===== src/rtl/sll_pkg.sv =====
// ----------------------------------------------------------------------------
// sll_pkg
// Shared types, widths and helpers for the cursor-array linked list engine.
// ----------------------------------------------------------------------------
package sll_pkg;

   localparam int SLOTS  = 128;
   localparam int IDX_W  = $clog2(SLOTS);
   localparam int POS_W  = 7;
   localparam int DATA_W = 32;
   localparam int LEN_W  = 7;
   localparam int SLOT_W = 7;
   localparam int CMP_W  = ((IDX_W > POS_W) ? IDX_W : POS_W) + 1;

   typedef logic [IDX_W-1:0] idx_type;

   localparam idx_type FREE_HEAD = '0;
   localparam idx_type DATA_HEAD = IDX_W'(SLOTS - 1);

   typedef enum logic [1:0] {
      ST_DONE   = 2'd0,
      ST_BADPOS = 2'd1,
      ST_FULL   = 2'd2
   } status_type;

   typedef enum logic {
      FN_INSERT = 1'b0,
      FN_DELETE = 1'b1
   } func_type;

   // One access of the slot store: one link read, one link write and an
   // optional data write to the same slot as the link write.
   typedef struct packed {
      idx_type             rd_addr;
      logic                wr_en;
      idx_type             wr_addr;
      idx_type             wr_link;
      logic                dwr_en;
      logic [DATA_W-1:0]   dwr_data;
   } mem_req_type;

   // Link value of a slot that has not been written since reset: the free
   // chain runs 0, 1, 2, ... and the last free slot and the data head end
   // their chains with zero.
   function automatic idx_type rst_link(input idx_type i);
      idx_type r;
      if (i >= IDX_W'(SLOTS - 2)) begin
         r = '0;
      end else begin
         r = IDX_W'(i + 1'b1);
      end
      return r;
   endfunction

endpackage


===== src/rtl/sll_store.sv =====
// ----------------------------------------------------------------------------
// sll_store
// Slot store: link memory with per-slot valid bits and a data memory.
// ----------------------------------------------------------------------------
module sll_store
   import sll_pkg::*;
(
   input  logic        clock,
   input  logic        reset,
   input  mem_req_type mem_req,
   output idx_type     rd_link
);

   idx_type           link_mem [SLOTS];
   logic [DATA_W-1:0] data_mem [SLOTS];
   logic [SLOTS-1:0]  valid_ff;
   idx_type           rd_mem_ff;
   idx_type           rd_addr_ff;
   logic              rd_valid_ff;

   // A slot that was never written reads as its reset link.
   always_ff @(posedge clock) begin
      if (reset) begin
         valid_ff <= '0;
      end else if (mem_req.wr_en) begin
         valid_ff[mem_req.wr_addr] <= 1'b1;
      end
   end

   always_ff @(posedge clock) begin
      if (mem_req.wr_en) begin
         link_mem[mem_req.wr_addr] <= mem_req.wr_link;
      end
      rd_mem_ff   <= link_mem[mem_req.rd_addr];
      rd_addr_ff  <= mem_req.rd_addr;
      rd_valid_ff <= valid_ff[mem_req.rd_addr];
   end

   always_ff @(posedge clock) begin
      if (mem_req.dwr_en) begin
         data_mem[mem_req.wr_addr] <= mem_req.dwr_data;
      end
   end

   assign rd_link = rd_valid_ff ? rd_mem_ff : rst_link(rd_addr_ff);

endmodule


===== src/rtl/sll_ctrl.sv =====
// ----------------------------------------------------------------------------
// sll_ctrl
// Request sequencer: cursor walk, slot allocate/free and result register.
// ----------------------------------------------------------------------------
module sll_ctrl
   import sll_pkg::*;
(
   input  logic              clock,
   input  logic              reset,
   input  logic              req_valid,
   output logic              req_ready,
   input  logic              req_func,
   input  logic [POS_W-1:0]  req_position,
   input  logic [DATA_W-1:0] req_value,
   output logic              rsp_valid,
   input  logic              rsp_ready,
   output logic [1:0]        rsp_status,
   output logic [LEN_W-1:0]  rsp_length,
   output logic [SLOT_W-1:0] rsp_slot,
   output mem_req_type       mem_req,
   input  idx_type           rd_link
);

   typedef enum logic [3:0] {
      S_IDLE,
      S_FREE_RD,
      S_FREE_CHK,
      S_WALK,
      S_INS_RD_FRESH,
      S_INS_WR_HEAD,
      S_INS_RD_PRED,
      S_INS_WR_FRESH,
      S_INS_WR_PRED,
      S_DEL_RD_PRED,
      S_DEL_RD_VICT,
      S_DEL_WR_PRED,
      S_DEL_RD_HEAD,
      S_DEL_WR_VICT,
      S_DEL_WR_HEAD,
      S_RESULT
   } state_type;

   state_type         state_ff, state_in;
   func_type          func_ff, func_in;
   logic [POS_W-1:0]  pos_ff, pos_in;
   logic [DATA_W-1:0] value_ff, value_in;
   idx_type           count_ff, count_in;
   idx_type           cur_ff, cur_in;
   idx_type           fresh_ff, fresh_in;
   logic [POS_W-1:0]  step_ff, step_in;
   logic              pend_ff, pend_in;
   status_type        status_ff, status_in;
   idx_type           slot_ff, slot_in;
   logic              rsp_valid_ff, rsp_valid_in;
   status_type        rsp_status_ff, rsp_status_in;
   idx_type           rsp_length_ff, rsp_length_in;
   idx_type           rsp_slot_ff, rsp_slot_in;

   idx_type           cur_c;
   logic              bad_pos;
   logic [CMP_W-1:0]  pos_w, cnt_w;

   assign cur_c = pend_ff ? rd_link : cur_ff;
   assign pos_w = CMP_W'(req_position);
   assign cnt_w = CMP_W'(count_ff);

   always_comb begin
      if (func_type'(req_func) == FN_INSERT) begin
         bad_pos = (req_position == '0) || (pos_w > cnt_w + 1'b1);
      end else begin
         bad_pos = (req_position == '0) || (pos_w > cnt_w);
      end
   end

   always_comb begin
      state_in      = state_ff;
      func_in       = func_ff;
      pos_in        = pos_ff;
      value_in      = value_ff;
      count_in      = count_ff;
      cur_in        = cur_ff;
      fresh_in      = fresh_ff;
      step_in       = step_ff;
      pend_in       = pend_ff;
      status_in     = status_ff;
      slot_in       = slot_ff;
      rsp_valid_in  = rsp_valid_ff && !rsp_ready;
      rsp_status_in = rsp_status_ff;
      rsp_length_in = rsp_length_ff;
      rsp_slot_in   = rsp_slot_ff;

      mem_req          = '0;
      mem_req.dwr_data = value_ff;

      case (state_ff)
         S_IDLE: begin
            if (req_valid) begin
               func_in   = func_type'(req_func);
               pos_in    = req_position;
               value_in  = req_value;
               status_in = ST_DONE;
               slot_in   = '0;
               cur_in    = DATA_HEAD;
               step_in   = POS_W'(1);
               pend_in   = 1'b0;
               if (bad_pos) begin
                  status_in = ST_BADPOS;
                  state_in  = S_RESULT;
               end else if (func_type'(req_func) == FN_INSERT) begin
                  state_in = S_FREE_RD;
               end else begin
                  state_in = S_WALK;
               end
            end
         end
         S_FREE_RD: begin
            mem_req.rd_addr = FREE_HEAD;
            state_in        = S_FREE_CHK;
         end
         S_FREE_CHK: begin
            if (rd_link == '0) begin
               status_in = ST_FULL;
               state_in  = S_RESULT;
            end else begin
               fresh_in = rd_link;
               state_in = S_WALK;
            end
         end
         S_WALK: begin
            // One cursor hop per cycle; the read data of the last hop feeds
            // the address of the next.
            cur_in = cur_c;
            if (step_ff < pos_ff) begin
               mem_req.rd_addr = cur_c;
               step_in         = step_ff + 1'b1;
               pend_in         = 1'b1;
            end else begin
               pend_in  = 1'b0;
               state_in = (func_ff == FN_INSERT) ? S_INS_RD_FRESH : S_DEL_RD_PRED;
            end
         end
         S_INS_RD_FRESH: begin
            mem_req.rd_addr = fresh_ff;
            state_in        = S_INS_WR_HEAD;
         end
         S_INS_WR_HEAD: begin
            mem_req.wr_en   = 1'b1;
            mem_req.wr_addr = FREE_HEAD;
            mem_req.wr_link = rd_link;
            state_in        = S_INS_RD_PRED;
         end
         S_INS_RD_PRED: begin
            mem_req.rd_addr = cur_ff;
            state_in        = S_INS_WR_FRESH;
         end
         S_INS_WR_FRESH: begin
            mem_req.wr_en   = 1'b1;
            mem_req.dwr_en  = 1'b1;
            mem_req.wr_addr = fresh_ff;
            mem_req.wr_link = rd_link;
            state_in        = S_INS_WR_PRED;
         end
         S_INS_WR_PRED: begin
            mem_req.wr_en   = 1'b1;
            mem_req.wr_addr = cur_ff;
            mem_req.wr_link = fresh_ff;
            count_in        = count_ff + 1'b1;
            slot_in         = fresh_ff;
            state_in        = S_RESULT;
         end
         S_DEL_RD_PRED: begin
            mem_req.rd_addr = cur_ff;
            state_in        = S_DEL_RD_VICT;
         end
         S_DEL_RD_VICT: begin
            fresh_in        = rd_link;
            mem_req.rd_addr = rd_link;
            state_in        = S_DEL_WR_PRED;
         end
         S_DEL_WR_PRED: begin
            mem_req.wr_en   = 1'b1;
            mem_req.wr_addr = cur_ff;
            mem_req.wr_link = rd_link;
            state_in        = S_DEL_RD_HEAD;
         end
         S_DEL_RD_HEAD: begin
            mem_req.rd_addr = FREE_HEAD;
            state_in        = S_DEL_WR_VICT;
         end
         S_DEL_WR_VICT: begin
            mem_req.wr_en   = 1'b1;
            mem_req.wr_addr = fresh_ff;
            mem_req.wr_link = rd_link;
            state_in        = S_DEL_WR_HEAD;
         end
         S_DEL_WR_HEAD: begin
            mem_req.wr_en   = 1'b1;
            mem_req.wr_addr = FREE_HEAD;
            mem_req.wr_link = fresh_ff;
            count_in        = count_ff - 1'b1;
            slot_in         = fresh_ff;
            state_in        = S_RESULT;
         end
         S_RESULT: begin
            if (!rsp_valid_ff || rsp_ready) begin
               rsp_valid_in  = 1'b1;
               rsp_status_in = status_ff;
               rsp_length_in = count_ff;
               rsp_slot_in   = slot_ff;
               state_in      = S_IDLE;
            end
         end
         default: begin
            state_in = S_IDLE;
         end
      endcase
   end

   always_ff @(posedge clock) begin
      if (reset) begin
         state_ff     <= S_IDLE;
         count_ff     <= '0;
         pend_ff      <= 1'b0;
         rsp_valid_ff <= 1'b0;
      end else begin
         state_ff     <= state_in;
         count_ff     <= count_in;
         pend_ff      <= pend_in;
         rsp_valid_ff <= rsp_valid_in;
      end
      func_ff       <= func_in;
      pos_ff        <= pos_in;
      value_ff      <= value_in;
      cur_ff        <= cur_in;
      fresh_ff      <= fresh_in;
      step_ff       <= step_in;
      status_ff     <= status_in;
      slot_ff       <= slot_in;
      rsp_status_ff <= rsp_status_in;
      rsp_length_ff <= rsp_length_in;
      rsp_slot_ff   <= rsp_slot_in;
   end

   assign req_ready  = (state_ff == S_IDLE);
   assign rsp_valid  = rsp_valid_ff;
   assign rsp_status = rsp_status_ff;
   assign rsp_length = LEN_W'(rsp_length_ff);
   assign rsp_slot   = SLOT_W'(rsp_slot_ff);

endmodule


===== src/rtl/static_linked_list_engine.sv =====
// ----------------------------------------------------------------------------
// static_linked_list_engine
// Cursor-array linked list: insert before or delete at a 1-based position.
// ----------------------------------------------------------------------------
// A request word (req_func, req_position, req_value) is taken when req_valid
// and req_ready are both high; an insert puts the value before the position
// and a delete removes the element there. Each request returns one response
// word: a status (done, bad position, no free slot), the list length after the
// request and the slot allocated or freed, or zero when nothing changed.
// A bad position goes straight to the response register, and an insert into a
// full list stops at the free-slot check. Otherwise the walk makes position-1
// hops through the registered link read port, one per cycle, and then settles;
// an insert has done its free-slot check before the walk, and either operation
// then updates the links and ends in the response register. One request is
// in flight; req_ready rises in the same cycle as rsp_valid. The response
// register lets the engine go on while a word waits; a stalled receiver
// holds it only once the next response is ready to be written. Reset
// rebuilds the free chain through per-slot valid bits; ready at once.
// ----------------------------------------------------------------------------
module static_linked_list_engine
   import sll_pkg::*;
(
   input  logic              clock,
   input  logic              reset,
   input  logic              req_valid,
   output logic              req_ready,
   input  logic              req_func,
   input  logic [POS_W-1:0]  req_position,
   input  logic [DATA_W-1:0] req_value,
   output logic              rsp_valid,
   input  logic              rsp_ready,
   output logic [1:0]        rsp_status,
   output logic [LEN_W-1:0]  rsp_length,
   output logic [SLOT_W-1:0] rsp_slot
);

   // Memory request from the sequencer and registered link read data back.
   mem_req_type mem_req;
   idx_type     rd_link;

   // The sequencer owns all control, the walk cursor and the response
   // register.
   sll_ctrl u_ctrl (
      .clock        (clock),
      .reset        (reset),
      .req_valid    (req_valid),
      .req_ready    (req_ready),
      .req_func     (req_func),
      .req_position (req_position),
      .req_value    (req_value),
      .rsp_valid    (rsp_valid),
      .rsp_ready    (rsp_ready),
      .rsp_status   (rsp_status),
      .rsp_length   (rsp_length),
      .rsp_slot     (rsp_slot),
      .mem_req      (mem_req),
      .rd_link      (rd_link)
   );

   // The slot store holds the links of both chains and the data words.
   sll_store u_store (
      .clock   (clock),
      .reset   (reset),
      .mem_req (mem_req),
      .rd_link (rd_link)
   );

endmodule


===== config.mk =====
export PLATFORM = sky130hd
export DESIGN_NAME = static_linked_list_engine
export DESIGN_NICKNAME = d
export VERILOG_FILES = /design/src/rtl/sll_pkg.sv /design/src/rtl/sll_store.sv /design/src/rtl/sll_ctrl.sv /design/src/rtl/static_linked_list_engine.sv
export SDC_FILE = /design/constraint.sdc
export NUM_CORES = 1
export LEC_CHECK = 0
export ABC_AREA = 1
export BUFFER_PORTS_ARGS = -buffer_cell sky130_fd_sc_hd__buf_2
export CAP_MARGIN = 20
export CORE_MARGIN = 2
export CORE_UTILIZATION = 30
export DETAILED_ROUTE_END_ITERATION = 16
export HOLD_SLACK_MARGIN = 0.03
export PLACE_DENSITY = 0.46
export SYNTH_ARGS = -nofsm -noshare
export SYNTH_HDL_FRONTEND = slang
export SYNTH_SLANG_ARGS = --single-unit

===== constraint.sdc =====
create_clock -name clock -period 9.2 [get_ports clock]
set_clock_uncertainty 0.15 [all_clocks]
set_input_delay 1.84 -clock clock [delete_from_list [all_inputs] [get_ports clock]]
set_output_delay 1.84 -clock clock [all_outputs]
set_load 0.02 [all_outputs]

Word level (Yosys, flattened, before mapping)
Memories as Yosys holds them, arrays and structs flattened. A register that Yosys moved wholly into a read port is not among the register bits.
Cells that the tools add are included.
Storage, ports and cells
  flip-flop bits (word level): 203
  latch bits: 0
  RAM bits: 896
  memory bits (read-only): 0
  input port bits: 44
  output and inout bits: 18
  word-level logic and storage cells: 118
  memories: 1
Cells by class
  add/subtract/negate cells: 5
  multiply operators: 0
  divide/modulo/power cells: 0
  order comparisons: 7
  equal/unequal tests: 21
  shifts and indexed selects: 0
  multiplexer cells: 40
  bitwise operators: 1
  reduce and logical (&&, ||, !) cells: 26
Memories
  u_store.link_mem: depth 128, width 7, read ports 1, clocked after memory_dff 1, write ports 1, line sll_store.sv:14  | idx_type link_mem [SLOTS];
Operators by type and width (count)
  $or 128x128->128: 1
  $pmux 15 s5: 1
  $pmux 7 s2: 5
  $mux 7: 9
  $pmux 4 s15: 1
  $eq 4x4->1 const B: 8
  $pmux 7 s4: 1
  $mux 4: 6
  $add 7x1->7 const B: 3
  $eq 4x3->1 const B: 4
  $lt 7x8->1 const B: 2
  $logic_not 7->1: 2
  $mux 1: 10
  $reduce_and 2->1: 5
  $reduce_bool 2->1: 5
  $reduce_and 3->1: 3
  $add 7x1->8 const B: 1
  $eq 4x2->1 const B: 2
  $gt 7x8->1: 1
  $bmux 1 s7: 1
  $demux 1 s7: 1
  $ge 7x1->1 const B: 1
  $ge 7x7->1 const B: 1
  $gt 7x7->1: 1
  other kinds (13): 25

Longest topological paths before layout
  word-level depth: 9
  gate-level depth with buffers: 23
  gate-level depth less buffers: 21

Hierarchy
Synthesis repeated with hierarchy kept, for this count alone.
Unflattened totals
  cell total of the unflattened synthesis: 4385
  area, all modules: 47226.5 um^2
Modules (own cells, without submodules)
  sll_store: times used 1, cells an instance 3914, area each 42396.9 um^2, sequential area each 29768.6 um^2
  sll_ctrl: times used 1, cells an instance 471, area each 4829.6 um^2, sequential area each 2842.7 um^2

Least setup slack after synthesis
OpenSTA, ideal clock, no wires.
  path kind: reg-to-reg
  start point: reg u_ctrl.state_ff[1]
  end point: mem u_store.link_mem[0][1] in the netlist's numbering (data pin)
  setup time: 1.198 ns
  data arrival time: 6.248 ns
  data required time: 7.852 ns
  slack: 1.605 ns
  stages on the path, launching flop included: 8
  path buffers: 1
  period minus slack after synthesis: 7.595 ns
  cells stage by stage: dfxtp_1 > inv_2 > nor2_1 > inv_1 > nor2_1 > nor2_1 > clkbuf_1 > o21ai_0
RTL lines
  start, declared: line sll_ctrl.sv:43  | state_type state_ff, state_in;
  start signal, assigned: line sll_ctrl.sv:226  | state_ff <= state_in;
  end, declared: line sll_store.sv:14

Worst setup path in the final report
  start point: reg u_ctrl.step_ff[6]
  end point: reg u_store.rd_mem_ff[1], read port of u_store.link_mem
Between the ends
  longest elaborated chain between the ends: 3
Ends and longest elaborated chain
  start, declared: line sll_ctrl.sv:50  | logic [POS_W-1:0] step_ff, step_in;
  start signal, assigned: line sll_ctrl.sv:236  | step_ff <= step_in;
  $lt 7x7->1: line sll_ctrl.sv:133  | if (step_ff < pos_ff) begin
  $mux 7: line sll_ctrl.sv:133
  $pmux 7 s4: line sll_ctrl.sv:95  | case (state_ff)
  end, declared: line sll_store.sv:17  | idx_type rd_mem_ff;
Every way passes these cells.
A chain may end at the register's enable or synchronous reset.

==> out/qor.yml <==
run_status:
  outcome: "finished, violations left"
  violations: "DRC"
worst_setup_path:
  cp-end-kind: "flip-flop"
  cp_data_required_time_ns: 9.72
  timing.reg2reg.worst_path_depth: 18
  termination_of_the_worst_setup_path: "u_store.rd_mem_ff[1]"
  path_class: "flip-flop to flip-flop"
  setup_crit_start: "u_ctrl.step_ff[6]"
  timing.rr.start: "u_ctrl.step_ff[6]"
  r2r-end: "u_store.rd_mem_ff[1]"
  ff2ff_setup_slack_ns: 4.02
  worst_path_fanout_max: 155
  worst-endpoint-arrival_ns: 5.70
  startpoint_type: "flip-flop"
clock_network:
  postCtsResizedCells: 0
  number_of_hold_buffers_added_after_cts: 0
  clkSinkCount: 1106
  cts_tree: "done"
  h-tree-depth: 3
  clkSlewWorstSetupHoldPaths_ns: 0.06
  ctsLongestPathBuffers: 3
  worst_skew_pair.late_latency_ns: 0.78
  cell_at_the_root_of_the_clock_tree: "sky130_fd_sc_hd__clkbuf_16"
  cts-buffers-inserted: 121
  cts.repair_timing.setup_buffer_count: 0
routing:
  detail_route.first_pass.iterations: 14
  drt-wirelength-per-cell_um: 20.0
  route.detailed.vias_per_inst: 4.73
  wl_um: 144000
  postRouteAntennaNets: 0
  vias: 33880
  remaining_drc_errors: 3
  initialDrtViolationCount: 2902
yosys:
  synth-main-ff-cell: "sky130_fd_sc_hd__edfxtp_1"
  post_synth_instance_area_mm2: 0.0498
  netlist.top_cell.by_area: "sky130_fd_sc_hd__edfxtp_1"
  synth-edff-count: 950
  synthesis.area_per_instance_um2: 10.1
  yosysSeqAreaShare_pct: 63.5
  share_of_synthesized_registers_carrying_an_async_set_or_reset_pct: 0
  mappedNetlistNets: 5024
  synth_area_leaders: "sky130_fd_sc_hd__edfxtp_1 (57%), sky130_fd_sc_hd__nand3_1 (10%), sky130_fd_sc_hd__dfxtp_1 (6.3%)"
  synth.ff_latch_count: 1106
  yosys.cell_types.count: 49
  synth_top_area_share_pct: 57.2
  netlist_instances: 4950
  synth_warnings: 0
job:
  cap_violations: 0
layout:
  area_growth_pct: 11.8
  area_taken_by_flip_flops_and_latches_mm2: 0.0317
  mostFrequentLayoutCells: "sky130_fd_sc_hd__nand3_1 (1022), sky130_fd_sc_hd__edfxtp_1 (950), sky130_fd_sc_hd__inv_1 (772)"
  regMostFlops: "u_store.link_mem"
  flip_flop_count_of_the_largest_register_all_copies_and_words_added: 896
  mostFrequentLayoutCell: "sky130_fd_sc_hd__nand3_1"
  layout-drive-gt1-share_pct: 6.08
  reg.largest.list: "u_store.link_mem (896), u_store.valid_ff (128)"
  final_nets: 4947
  n_fill_cell: 16725
  num_antenna_cells: 0
  area_occupied_by_multi_input_gates_mm2: 0.0139
sta:
  max_freq_ghz: 0.193
  post-route-worst-setup-slack_ns: 4.02
  setup-violations-final: 0
  slew_violations: 0
  final_hold_viol_count: 0
  layout_worst_path_cycle_share_pct: 56.3
  post-route-min-period_ns: 5.18
  timing.slew.headroom_pct: 26.1
  rsz0062_at_grt: "no"
  max_slew.worst_pin.slew_ns: 1.11
  fin_setup_tns_ns: 0
power_and_ir_drop:
  cellPowerDensity_mw_per_mm2: 332
  ir_worst_vdd_uv: 278
  leakagePower_nw: 21.4
global_routing:
  grt_start_max_net_pins: 156
  overflow: 0
  grt_pass1_wl_um: 214000
  global_route.usage.total_pct: 16.8
  via_count_of_the_first_global_routing_pass: 32304
  antenna_found_initial: 3
min_path:
  hp-class: "flip-flop to flip-flop"
die:
  core_region_area_mm2: 0.165
  row_count: 149
  initial_core_utilization_pct: 30.2
  ioPinCount: 62
  die_w_um: 412
  die_area_mm2: 0.169
  die_h_um: 412
placed_design:
  routabilityCongestion: 0.795
  io_buffer_count: 29
  place.detailed.hpwl_um: 78400
  placement.setup.worst_slack_ns: 4.02
==> routing by layer <==
| metal | up-vias | share of wire, % | GRT usage [%] | wire length (um) |
|---|---|---|---|---|
| li1 | 16338 | - | - | - |
| met1 | 16594 | 46 | 23.2 | 66200 |
| met2 | 758 | 46 | 26.9 | 66300 |
| met3 | 190 | 4.9 | 2.45 | 7020 |
| met4 | 0 | 2.8 | 5.65 | 4090 |
| met5 | - | 0 | 0 | 0 |
==> per-stage QoR <==
step	cell area (um2)	hold WS [ns]	power, W	instances	util (%)
floorplan	49800	0.250	0.0112	4950	-
global placement	51900	0.256	0.0139	6938	31.4
detailed placement	51900	0.255	0.0139	6939	31.4
CTS	55700	0.270	0.0187	7169	33.8
global route	55700	0.279	0.0195	7169	33.8
finish	55700	0.263	0.0185	7169	33.8
==> Yosys cell counts, types with 2 or more instances <==
library cell and number:
sky130_fd_sc_hd__buf_1 15, sky130_fd_sc_hd__a41oi_1 2, sky130_fd_sc_hd__xnor2_1 2, sky130_fd_sc_hd__nand4_1 2
sky130_fd_sc_hd__o211ai_1 11, sky130_fd_sc_hd__a211oi_1 3, sky130_fd_sc_hd__clkbuf_1 41, sky130_fd_sc_hd__o22ai_1 13
sky130_fd_sc_hd__nand2_1 763, sky130_fd_sc_hd__inv_1 773, sky130_fd_sc_hd__buf_2 179, sky130_fd_sc_hd__o21ai_0 30
sky130_fd_sc_hd__edfxtp_1 950, sky130_fd_sc_hd__nor3_1 6, sky130_fd_sc_hd__or2_2 4, sky130_fd_sc_hd__nand2_2 2
sky130_fd_sc_hd__nand3_1 1022, sky130_fd_sc_hd__buf_6 5, sky130_fd_sc_hd__ha_1 29, sky130_fd_sc_hd__buf_4 46
sky130_fd_sc_hd__a22oi_1 2, sky130_fd_sc_hd__xor2_1 12, sky130_fd_sc_hd__nor2_1 450, sky130_fd_sc_hd__nand3b_1 360
sky130_fd_sc_hd__nor2_2 11, sky130_fd_sc_hd__nor4_1 3, sky130_fd_sc_hd__dfxtp_1 156, sky130_fd_sc_hd__a21oi_1 27
sky130_fd_sc_hd__inv_2 11
==> power by group <==
part	switching, W	internal (W)	leakage [nW]
sequential	0.0000779	0.00606	10.0
clock	0.00207	0.00265	1.88
combinational	0.00579	0.00184	9.53
total	0.00794	0.0105	21.4
==> area by class of cell <==
type                            instances  share of cell area (%)
Timing Repair Buffer                   86                    1.17
Inverter                              784                    5.31
Sequential cell                      1106                    56.8
Tap cell                             2189                    4.92
Clock inverter                         54                   0.795
Multi-Input combinational cell       2774                    24.9
Clock buffer                          176                    6.12
==> critical path, stage by stage, from the launching register on <==
cell and delay [ns]:
sky130_fd_sc_hd__edfxtp_1 0.43, sky130_fd_sc_hd__ha_1 0.33, sky130_fd_sc_hd__a21o_1 0.18, sky130_fd_sc_hd__nor2_1 0.09
sky130_fd_sc_hd__nand2_1 0.15, sky130_fd_sc_hd__nor2_8 0.21, sky130_fd_sc_hd__nand3_4 0.12, sky130_fd_sc_hd__nand2_8 0.49
sky130_fd_sc_hd__buf_12 0.59, sky130_fd_sc_hd__buf_12 0.61, sky130_fd_sc_hd__nand2_1 0.12, sky130_fd_sc_hd__nand3_1 0.15
sky130_fd_sc_hd__nand3_1 0.11, sky130_fd_sc_hd__nand3_1 0.23, sky130_fd_sc_hd__nand3_1 0.28, sky130_fd_sc_hd__nand3_1 0.16
sky130_fd_sc_hd__nand2_1 0.18, sky130_fd_sc_hd__nand2_1 0.13, sky130_fd_sc_hd__nand2_1 0.06
==> worst min path at each step <==
stage	start	cells past startpoint	slack (ns)	endpoint
2_1_floorplan	u_ctrl.slot_ff[0]	0	0.25	u_ctrl.rsp_slot[0]
3_3_place_gp	u_ctrl.status_ff[0]	0	0.26	u_ctrl.rsp_status[0]
3_5_place_dp	u_ctrl.slot_ff[4]	0	0.26	u_ctrl.rsp_slot[4]
4_1_cts	u_ctrl.slot_ff[0]	0	0.27	u_ctrl.rsp_slot[0]
5_1_grt	u_ctrl.slot_ff[1]	0	0.28	u_ctrl.rsp_slot[1]
6_report	u_ctrl.slot_ff[4]	0	0.26	u_ctrl.rsp_slot[4]
==> logic make-up after synthesis <==
| group | share of synthesized area, % |
|---|---|
| xor+xnor | 0.246 |
| simple gates | 25.3 |
| compound gates | 1.22 |
| buf+inv | 8.93 |
| flops | 63.5 |
| fa+ha+maj | 0.768 |
No activity file was read; power rests on OpenSTA's default activity.
